===== config.mk =====
export PLATFORM = sky130hd
export DESIGN_NAME = virtio_mmio_register_file_unit
export DESIGN_NICKNAME = d
export VERILOG_FILES = /design/src/hw/rtl/vmrf_pkg.sv /design/src/hw/rtl/vmrf_device.sv /design/src/hw/rtl/virtio_mmio_register_file_unit.sv
export SDC_FILE = /design/constraint.sdc
export NUM_CORES = 2
export LEC_CHECK = 0
export BUFFER_PORTS_ARGS = -buffer_cell sky130_fd_sc_hd__buf_4
export CAP_MARGIN = 20
export CORE_MARGIN = 4
export CORE_UTILIZATION = 40
export DETAILED_ROUTE_END_ITERATION = 7
export PLACE_DENSITY_LB_ADDON = 0.1
export SLEW_MARGIN = 20
export SYNTH_ARGS = -nofsm -noshare
export SYNTH_HDL_FRONTEND = slang
export SYNTH_HIERARCHICAL = 1
export SYNTH_SLANG_ARGS = --single-unit

===== constraint.sdc =====
create_clock -name clock -period 3.9 [get_ports clock]
set_input_delay 0.78 -clock clock [delete_from_list [all_inputs] [get_ports clock]]
set_output_delay 0.78 -clock clock [all_outputs]
set_load 0.005 [all_outputs]

===== src/hw/rtl/vmrf_pkg.sv =====
package vmrf_pkg;

   localparam int NUM_DEV = 3;

   // default window layout
   localparam int BLOCK_BASE_DEF    = 4096;
   localparam int CONSOLE_BASE_DEF  = 8192;
   localparam int GPU_BASE_DEF      = 12288;
   localparam int REGION_BYTES_DEF  = 512;
   localparam int QUEUE_NUM_MAX_DEF = 64;

   typedef enum logic [1:0] {
      CMD_READ  = 2'd0,
      CMD_WRITE = 2'd1,
      CMD_RAISE = 2'd2,
      CMD_NOP   = 2'd3
   } cmd_type;

   // register offsets inside one device region
   localparam logic [15:0] R_MAGIC     = 16'h000;
   localparam logic [15:0] R_VERSION   = 16'h004;
   localparam logic [15:0] R_DEVICE_ID = 16'h008;
   localparam logic [15:0] R_VENDOR_ID = 16'h00C;
   localparam logic [15:0] R_DEV_FEAT  = 16'h010;
   localparam logic [15:0] R_DRV_FEAT  = 16'h020;
   localparam logic [15:0] R_QSEL      = 16'h030;
   localparam logic [15:0] R_QMAX      = 16'h034;
   localparam logic [15:0] R_QNUM      = 16'h038;
   localparam logic [15:0] R_QREADY    = 16'h044;
   localparam logic [15:0] R_NOTIFY    = 16'h050;
   localparam logic [15:0] R_ISTAT     = 16'h060;
   localparam logic [15:0] R_IACK      = 16'h064;
   localparam logic [15:0] R_STATUS    = 16'h070;
   localparam logic [15:0] R_DESC_LO   = 16'h080;
   localparam logic [15:0] R_DESC_HI   = 16'h084;
   localparam logic [15:0] R_DRV_LO    = 16'h090;
   localparam logic [15:0] R_DRV_HI    = 16'h094;
   localparam logic [15:0] R_DEV_LO    = 16'h0A0;
   localparam logic [15:0] R_DEV_HI    = 16'h0A4;

   localparam logic [31:0] MAGIC_VALUE = 32'h7472_6976;
   localparam logic [31:0] VERSION_VAL = 32'd2;
   localparam logic [31:0] VENDOR_VAL  = 32'h0000_1AF4;
   localparam int          ST_DRIVER_OK_BIT = 2;

   // per-device identity: block, console, gpu
   localparam logic [31:0] DEV_IDS   [NUM_DEV] = '{32'd2, 32'd3, 32'd16};
   localparam logic [31:0] DEV_FEATS [NUM_DEV] = '{32'd1, 32'd0, 32'd0};

   // configuration register indexes
   localparam logic CSR_IDX_ENABLED = 1'b0;

   typedef struct packed {
      logic [1:0]  command;
      logic [15:0] offset;
      logic [31:0] write_data;
      logic [1:0]  event_device;
   } req_type;

   typedef struct packed {
      logic [31:0] read_data;
      logic        notify_valid;
      logic [1:0]  notify_device;
      logic [2:0]  irq_pending;
   } rsp_type;

   // one decoded access toward a device register set
   typedef struct packed {
      logic        rd;
      logic        wr;
      logic        raise;
      logic [15:0] reg_off;
      logic [31:0] data;
   } dev_req_type;

   typedef struct packed {
      logic [31:0] read_data;
      logic        notify;
      logic        irq;
   } dev_rsp_type;

endpackage


===== src/hw/rtl/vmrf_device.sv =====
module vmrf_device #(
   parameter logic [31:0] DEVICE_ID       = 32'd2,
   parameter logic [31:0] DEVICE_FEATURES = 32'd0,
   parameter int          QUEUE_NUM_MAX   = vmrf_pkg::QUEUE_NUM_MAX_DEF
) (
   input  logic                   clock,
   input  logic                   reset,
   input  vmrf_pkg::dev_req_type  dev_req,
   output vmrf_pkg::dev_rsp_type  dev_rsp
);
   import vmrf_pkg::*;

   localparam logic [31:0] QMAX32 = 32'(QUEUE_NUM_MAX);

   logic [31:0] drv_feat_ff, drv_feat_in;
   logic [31:0] qsel_ff, qsel_in;
   logic [6:0]  qsize_ff, qsize_in;
   logic        qready_ff, qready_in;
   logic [31:0] istat_ff, istat_in;
   logic [31:0] status_ff, status_in;
   logic [63:0] desc_ff, desc_in;
   logic [63:0] drv_ff, drv_in;
   logic [63:0] dev_ff, dev_in;
   logic [31:0] rd_value;

   // state update
   always_comb begin
      drv_feat_in = drv_feat_ff;
      qsel_in     = qsel_ff;
      qsize_in    = qsize_ff;
      qready_in   = qready_ff;
      istat_in    = istat_ff;
      status_in   = status_ff;
      desc_in     = desc_ff;
      drv_in      = drv_ff;
      dev_in      = dev_ff;
      if (dev_req.raise) begin
         istat_in = istat_ff | 32'd1;
      end
      if (dev_req.wr) begin
         case (dev_req.reg_off)
            R_DRV_FEAT: drv_feat_in = dev_req.data;
            R_QSEL:     qsel_in = dev_req.data;
            R_QNUM:     qsize_in = (dev_req.data < QMAX32) ? dev_req.data[6:0] : QMAX32[6:0];
            R_QREADY:   qready_in = dev_req.data[0];
            R_IACK:     istat_in = istat_ff & ~dev_req.data;
            R_STATUS: begin
               status_in = dev_req.data;
               if (dev_req.data == 32'd0) begin
                  qready_in = 1'b0;
                  istat_in  = 32'd0;
               end
            end
            R_DESC_LO:  desc_in = {desc_ff[63:32], dev_req.data};
            R_DESC_HI:  desc_in = {dev_req.data, desc_ff[31:0]};
            R_DRV_LO:   drv_in = {drv_ff[63:32], dev_req.data};
            R_DRV_HI:   drv_in = {dev_req.data, drv_ff[31:0]};
            R_DEV_LO:   dev_in = {dev_ff[63:32], dev_req.data};
            R_DEV_HI:   dev_in = {dev_req.data, dev_ff[31:0]};
            default:    ;
         endcase
      end
   end

   // read mux
   always_comb begin
      case (dev_req.reg_off)
         R_MAGIC:     rd_value = MAGIC_VALUE;
         R_VERSION:   rd_value = VERSION_VAL;
         R_DEVICE_ID: rd_value = DEVICE_ID;
         R_VENDOR_ID: rd_value = VENDOR_VAL;
         R_DEV_FEAT:  rd_value = DEVICE_FEATURES;
         R_DRV_FEAT:  rd_value = drv_feat_ff;
         R_QSEL:      rd_value = qsel_ff;
         R_QMAX:      rd_value = QMAX32;
         R_QNUM:      rd_value = {25'd0, qsize_ff};
         R_QREADY:    rd_value = {31'd0, qready_ff};
         R_ISTAT:     rd_value = istat_ff;
         R_STATUS:    rd_value = status_ff;
         R_DESC_LO:   rd_value = desc_ff[31:0];
         R_DESC_HI:   rd_value = desc_ff[63:32];
         R_DRV_LO:    rd_value = drv_ff[31:0];
         R_DRV_HI:    rd_value = drv_ff[63:32];
         R_DEV_LO:    rd_value = dev_ff[31:0];
         R_DEV_HI:    rd_value = dev_ff[63:32];
         default:     rd_value = 32'd0;
      endcase
   end

   always_comb begin
      dev_rsp.read_data = dev_req.rd ? rd_value : 32'd0;
      dev_rsp.notify    = dev_req.wr && (dev_req.reg_off == R_NOTIFY)
                          && status_ff[ST_DRIVER_OK_BIT];
      dev_rsp.irq       = (istat_in != 32'd0);
   end

   always_ff @(posedge clock) begin
      if (reset) begin
         drv_feat_ff <= '0;
         qsel_ff     <= '0;
         qsize_ff    <= '0;
         qready_ff   <= 1'b0;
         istat_ff    <= '0;
         status_ff   <= '0;
         desc_ff     <= '0;
         drv_ff      <= '0;
         dev_ff      <= '0;
      end else begin
         drv_feat_ff <= drv_feat_in;
         qsel_ff     <= qsel_in;
         qsize_ff    <= qsize_in;
         qready_ff   <= qready_in;
         istat_ff    <= istat_in;
         status_ff   <= status_in;
         desc_ff     <= desc_in;
         drv_ff      <= drv_in;
         dev_ff      <= dev_in;
      end
   end

endmodule


===== src/hw/rtl/virtio_mmio_register_file_unit.sv =====
// virtio mmio (version 2) register file for three devices: block, console and gpu.
// each request is a read, a write or a device-side interrupt raise; every request
// gives exactly one response carrying read data, a queue notify pulse and the
// per-device pending interrupt bits as they stand after the request. a request
// is taken into an input register, then decoded and applied to the device
// registers on its way into the response register, so one request per clock is
// sustained while responses are not stalled; an empty input register takes a new
// request while the previous response is still stalled. regions start at
// BLOCK_BASE, CONSOLE_BASE and GPU_BASE and span REGION_BYTES each, overlaps go
// to the first device in that order. the csr port holds one register, enabled
// (reset 1): when cleared, reads return zero and writes are dropped, interrupt
// raises still land. csr writes are only expected while no request is in flight.
module virtio_mmio_register_file_unit #(
   parameter int BLOCK_BASE    = vmrf_pkg::BLOCK_BASE_DEF,
   parameter int CONSOLE_BASE  = vmrf_pkg::CONSOLE_BASE_DEF,
   parameter int GPU_BASE      = vmrf_pkg::GPU_BASE_DEF,
   parameter int REGION_BYTES  = vmrf_pkg::REGION_BYTES_DEF,
   parameter int QUEUE_NUM_MAX = vmrf_pkg::QUEUE_NUM_MAX_DEF
) (
   input  logic              clock,
   input  logic              reset,
   // request channel
   input  logic              req_valid,
   output logic              req_stall,
   input  vmrf_pkg::req_type req_payload,
   // response channel
   output logic              rsp_valid,
   input  logic              rsp_stall,
   output vmrf_pkg::rsp_type rsp_payload,
   // configuration port
   input  logic              csr_psel,
   input  logic              csr_penable,
   input  logic              csr_pwrite,
   input  logic [2:0]        csr_paddr,
   input  logic [31:0]       csr_pwdata,
   output logic [31:0]       csr_prdata,
   output logic              csr_pready
);
   import vmrf_pkg::*;

   localparam logic [16:0] BASES [NUM_DEV] = '{17'(BLOCK_BASE), 17'(CONSOLE_BASE),
                                               17'(GPU_BASE)};
   localparam logic [16:0] SPAN = 17'(REGION_BYTES);

   // pipeline registers
   logic        req_valid_ff, req_valid_in;
   req_type     req_ff, req_in;
   logic        rsp_valid_ff, rsp_valid_in;
   rsp_type     rsp_ff, rsp_in;
   logic        enabled_ff, enabled_in;

   logic        out_ready;   // response register can take a new value
   logic        advance;     // request in the input register is applied this cycle
   logic [NUM_DEV-1:0] hit, sel;
   dev_req_type dev_req [NUM_DEV];
   dev_rsp_type dev_rsp [NUM_DEV];

   // handshake: input register refills whenever it is empty or its content moves on
   assign out_ready = !rsp_valid_ff || !rsp_stall;
   assign advance   = req_valid_ff && out_ready;
   assign req_stall = req_valid_ff && !out_ready;
   assign rsp_valid   = rsp_valid_ff;
   assign rsp_payload = rsp_ff;

   always_comb begin
      req_valid_in = req_valid_ff;
      req_in       = req_ff;
      if (!req_stall) begin
         req_valid_in = req_valid;
         req_in       = req_payload;
      end
   end

   // region decode, first match wins
   always_comb begin
      for (int d = 0; d < NUM_DEV; d++) begin
         hit[d] = ({1'b0, req_ff.offset} >= BASES[d])
                  && ({1'b0, req_ff.offset} < BASES[d] + SPAN);
      end
      sel[0] = hit[0];
      sel[1] = hit[1] && !hit[0];
      sel[2] = hit[2] && !hit[1] && !hit[0];
   end

   // per-device access, gated with the transfer out of the input register
   always_comb begin
      for (int d = 0; d < NUM_DEV; d++) begin
         dev_req[d].rd      = advance && enabled_ff && sel[d]
                              && (cmd_type'(req_ff.command) == CMD_READ);
         dev_req[d].wr      = advance && enabled_ff && sel[d]
                              && (cmd_type'(req_ff.command) == CMD_WRITE);
         dev_req[d].raise   = advance && (cmd_type'(req_ff.command) == CMD_RAISE)
                              && (req_ff.event_device == 2'(d));
         dev_req[d].reg_off = req_ff.offset - BASES[d][15:0];
         dev_req[d].data    = req_ff.write_data;
      end
   end

   genvar gi;
   generate
      for (gi = 0; gi < NUM_DEV; gi++) begin : g_dev
         vmrf_device #(
            .DEVICE_ID       (DEV_IDS[gi]),
            .DEVICE_FEATURES (DEV_FEATS[gi]),
            .QUEUE_NUM_MAX   (QUEUE_NUM_MAX)
         ) u_dev (
            .clock   (clock),
            .reset   (reset),
            .dev_req (dev_req[gi]),
            .dev_rsp (dev_rsp[gi])
         );
      end
   endgenerate

   // merge device answers; at most one device reads or notifies
   always_comb begin
      rsp_valid_in = rsp_valid_ff;
      rsp_in       = rsp_ff;
      if (out_ready) begin
         rsp_valid_in = req_valid_ff;
      end
      if (advance) begin
         rsp_in.read_data     = '0;
         rsp_in.notify_valid  = 1'b0;
         rsp_in.notify_device = '0;
         for (int d = 0; d < NUM_DEV; d++) begin
            rsp_in.read_data    = rsp_in.read_data | dev_rsp[d].read_data;
            rsp_in.notify_valid = rsp_in.notify_valid | dev_rsp[d].notify;
            if (dev_rsp[d].notify) begin
               rsp_in.notify_device = 2'(d);
            end
            rsp_in.irq_pending[d] = dev_rsp[d].irq;
         end
      end
   end

   // csr: one register, enabled, at byte address 0
   assign csr_pready = 1'b1;

   always_comb begin
      enabled_in = enabled_ff;
      if (csr_psel && csr_penable && csr_pwrite && (csr_paddr[2] == CSR_IDX_ENABLED)) begin
         enabled_in = csr_pwdata[0];
      end
   end

   assign csr_prdata = (csr_paddr[2] == CSR_IDX_ENABLED) ? {31'd0, enabled_ff} : 32'd0;

   always_ff @(posedge clock) begin
      if (reset) begin
         req_valid_ff <= 1'b0;
         rsp_valid_ff <= 1'b0;
         enabled_ff   <= 1'b1;
      end else begin
         req_valid_ff <= req_valid_in;
         rsp_valid_ff <= rsp_valid_in;
         enabled_ff   <= enabled_in;
      end
   end

   // payload registers
   always_ff @(posedge clock) begin
      req_ff <= req_in;
      rsp_ff <= rsp_in;
   end

endmodule


==> flow_summary.rst <==
.. list-table::
   :header-rows: 1

   * - Metric
     - Value
   * - FFs w/ async S/R, synth
     - 0%
   * - Sequence of cells on the critical path
     - buf_4 -> ha_1 -> xnor2_1 -> or4_1 -> nor2_1 -> nand4b_1 -> buf_4 -> nor3_2 -> buf_4 -> a221o_1 -> a221oi_1 -> a31oi_1 -> or3_1
   * - Max capacitance violation total
     - 0
   * - Later-pin clock latency in the skew report
     - 0.72 ns
   * - Cell Area, Synth
     - 0.0454 mm2
   * - NetSw
     - 5.58 mW
   * - Width of the die
     - 345 um
   * - Initial core utilization
     - 40.3%
   * - DRC violation total after the first TritonRoute iteration
     - 5392
   * - Flop pwr share
     - 47.9%
   * - Pleak
     - 17.3 nW
   * - Startpoint class of the critical path
     - flop
   * - Vias
     - 43200
   * - Rel. slew slack
     - 40.3%
   * - Slew Limit Fails
     - 0
   * - Port buffer count
     - 101
   * - Number of rows created at floorplan
     - 123
   * - Count of unresolved DRC violations after routing
     - 4
   * - Area Overhead vs Synth
     - 17.4%
   * - Overall Global Routing Usage
     - 31.3%
   * - Area fraction of the dominant cell type after synthesis
     - 43.6%
   * - Critical path's largest stage delay
     - 0.69 ns
   * - Post-detailed-route wirelength per cell
     - 26.3 um
   * - Violated checks
     - DRC, setup timing
   * - Endpoint required time on the critical path
     - 4.47 ns
   * - Category of the critical setup timing path
     - reg2reg
   * - Clock sinks
     - 1077
   * - Largest voltage drop on the vdd net
     - 0.378 mV
   * - Clock power frac
     - 48.1%
   * - Setup repair after global routing missed its margin
     - true
   * - Worst-case hold slack
     - 0.232 ns
   * - Post-synthesis sequential area ratio
     - 49.5%
   * - Half-perimeter wire length after placement
     - 122000 um
   * - Worst Tran Pin Value
     - 0.891 ns
   * - Wire length of the first global-routing pass
     - 277000 um
   * - Share of total power in combinational logic
     - 4.0%
   * - Synthesized instance count
     - 5720
   * - Residual antenna-violating net count after detailed routing
     - 0
   * - Cell area power density
     - 441 mW/mm2
   * - Initial antenna violation count
     - 7
   * - EDFF count, synth
     - 90
   * - Area occupied by registers
     - 0.0225 mm2
   * - Via count of the first global-routing pass
     - 39700
   * - Number of clock buffers inserted by TritonCTS
     - 115
   * - Total overflow reported by the global router
     - 0
   * - Cts hold-fix bufs
     - 0
   * - Capturing element type of the critical path
     - flop
   * - Area used by multi-input combinational logic
     - 0.0208 mm2
   * - Mapped Avg Cell Area
     - 7.93 um2
   * - H-tree depth
     - 3
   * - Maximum clock skew at final layout
     - 0.0218 ns
   * - Main area contributors after synthesis
     - dfxtp_1, nand2_1, a21oi_1
   * - Worst Path Max Fanout
     - 10
   * - Slowest cell on the critical path
     - a31oi_1
   * - Final core utilization
     - 47.3%
   * - Worst min path class
     - in2reg
   * - Post-route fraction of the period consumed by the critical path
     - 101%
   * - Most frequently used flop master after synthesis
     - dfxtp_1
   * - Maximum number of pins on one net before global-route repair
     - 125
   * - Fmax
     - 253 MHz
   * - Area of the core
     - 0.112 mm2
   * - Final worst-path setup slack
     - -0.0511 ns
   * - Routed vias/inst
     - 5.90
   * - GPL Wtd Cong
     - 0.929
   * - Fraction of layout cells with a size suffix above 1
     - 12.4%
   * - CTS max path bufs
     - 3
   * - Flop and latch count out of synthesis
     - 1077
   * - Overall die height
     - 345 um
   * - CTS tree
     - yes
   * - Layout Cell Area excl Fill
     - 0.0532 mm2
   * - Synthesis Warnings
     - 6
   * - Switching power share of the total
     - 23.7%
   * - Count of unique library cells instantiated by Yosys
     - 87
   * - Final wirelength
     - 193000 um
   * - Setup_tns
     - -0.0511 ns
   * - Internal power component
     - 17.9 mW
   * - # nets final
     - 5829
   * - Critical path data arrival time
     - 4.53 ns
   * - Total placed instance area
     - 0.0492 mm2
   * - IO Count
     - 167
   * - CP dominant cell by count
     - buf_4
   * - Post-route minimum period
     - 3.95 ns
   * - Largest area contributor in the synthesized netlist
     - dfxtp_1
   * - Clk slew on worst S/H paths
     - 0.06 ns
   * - Die area
     - 0.119 mm2
   * - DR pass1 iterations
     - 8
   * - Final number of hold-violating endpoints
     - 0
   * - Number of fill cells in the layout
     - 10900
   * - Status
     - finished with violations
   * - Final setup violating endpoints
     - 1
   * - Cell chosen for the clock root
     - clkbuf_16
-- worst paths after layout --
check / startpoint / endpoint / slack [ns] / cells past startpoint
min: req_payload[10] / dev_req[8] / 0.23 / 1
min reg2reg: g_dev[0].u_dev/dev_ff[41] / g_dev[0].u_dev/dev_ff[41] / 0.45 / 2
max reg2reg: req_ff[47] / rsp_payload[6] / -0.05 / 13
max: req_ff[47] / rsp_payload[6] / -0.05 / 13
-- logic make-up after synthesis --
family	Yosys count	synth area share, %
other	2	0.0166
muxes	11	0.251
buffers and inverters	608	5.62
DFF	1077	49.5
xor gates and xnor gates	7	0.135
and+or+nand+nor	2430	22.7
adders and majority gates	7	0.193
AOI/OAI and AO/OA	1578	21.5
-- worst max-delay path, delay by kind of cell, from the launching register on --
family	cells	cell delay, ns
simple gates	5	1.37
compound gates	3	0.91
buf+inv	3	0.66
flops	1	0.46
fa+ha+maj	1	0.23
xor+xnor	1	0.17
-- flip-flops by register name, summed over array words and instances, names as in the netlist, 20 cells and up --
| register | flops |
|---|---|
| g_dev.u_dev/qsize_ff | 21 |
| g_dev.u_dev/dev_ff | 192 |
| g_dev.u_dev/drv_feat_ff | 96 |
| g_dev.u_dev/istat_ff | 96 |
| g_dev.u_dev/qsel_ff | 96 |
| g_dev.u_dev/drv_ff | 192 |
| g_dev.u_dev/status_ff | 96 |
| g_dev.u_dev/desc_ff | 192 |
| req_ff | 20 |
| dev_req | 32 |
| rsp_payload | 38 |
-- synthesized netlist by cell type (6+ instances only) --
master,instances
nand2_1,1868
dfxtp_1,987
a21oi_1,943
clkbuf_1,449
nor2_1,208
a221oi_1,130
a22oi_1,128
edfxtp_1,90
a22o_1,77
a222oi_1,75
buf_2,75
o21ai_0,72
a31oi_1,67
nand3_1,51
and3_1,43
buf_4,41
or3_1,39
nand4_1,37
nor4_1,36
nor3_1,31
inv_1,29
nand2b_1,15
nor2b_1,13
or4_1,13
a221o_1,12
and4_1,11
o21ai_1,11
a41oi_1,9
mux2i_1,8
nor4_4,8
o31ai_1,8
a31oi_2,7
and2_1,7
buf_1,7
ha_1,7
nor3_2,6
nor4_2,6
-- per-layer routing --
metal / vias to the layer above / GRT usage, % / share of wire (%)
met4: 6 / 13.5 / 4.7
met2: 2170 / 47.3 / 43
met1: 20900 / 43.4 / 42
li1: 19800 / - / -
met5: - / 0 / 0.014
met3: 376 / 6.45 / 9.7
-- through the flow --
| step | std cells | power [mW] | setup WS [ns] |
|---|---|---|---|
| floorplan | 5750 | 11.9 | 0.374 |
| global placement | 7107 | 12.4 | 0.0719 |
| detailed placement | 7107 | 12.4 | 0.0256 |
| CTS | 7321 | 23.6 | 0.00275 |
| global route | 7325 | 24.1 | -0.0514 |
| finish | 7330 | 23.5 | -0.0511 |
-- cell type report --
type                       instances  share of cell area (%)
clock buffer                     170                    6.35
timing repair buffer             438                    7.66
tap                             1500                    3.52
antenna                            5                  0.0235
inverter                          31                   0.219
clock inverter                    44                   0.959
multi-input combinational       4065                    39.1
sequential                      1077                    42.2
-- timing repair --
action,CTS,global route
setup endpoints to repair,1,35
gates cloned,0,1
pin swaps,0,6
buffers inserted,0,3
gates resized for setup,1,21
-- power by group through the flow --
stage / Combinational (mW) / Sequential [mW] / Clock, mW
floorplan: 0.443 / 11.5 / 0
global route: 0.962 / 11.3 / 11.8
CTS: 0.907 / 11.3 / 11.4
global placement: 0.908 / 11.5 / 0
detailed placement: 0.905 / 11.5 / 0
finish: 0.942 / 11.3 / 11.3
-- cell usage in the layout (no fill, tap or decap), types with 28 or more instances in the layout --
cell type and instances:
a21oi_1 943, a221oi_1 130, a222oi_1 75, a22o_1 77
a22oi_1 128, a31oi_1 60, and3_1 41, buf_12 61
buf_4 374, clkbuf_1 28, clkbuf_16 119, conb_1 32
dfxtp_1 987, edfxtp_1 90, inv_1 28, nand2_1 1868
nand3_1 43, nand4_1 37, nor2_1 201, nor4_1 28
o21ai_0 69, or3_1 39
Note: power is estimated with default switching activity, not from simulation.
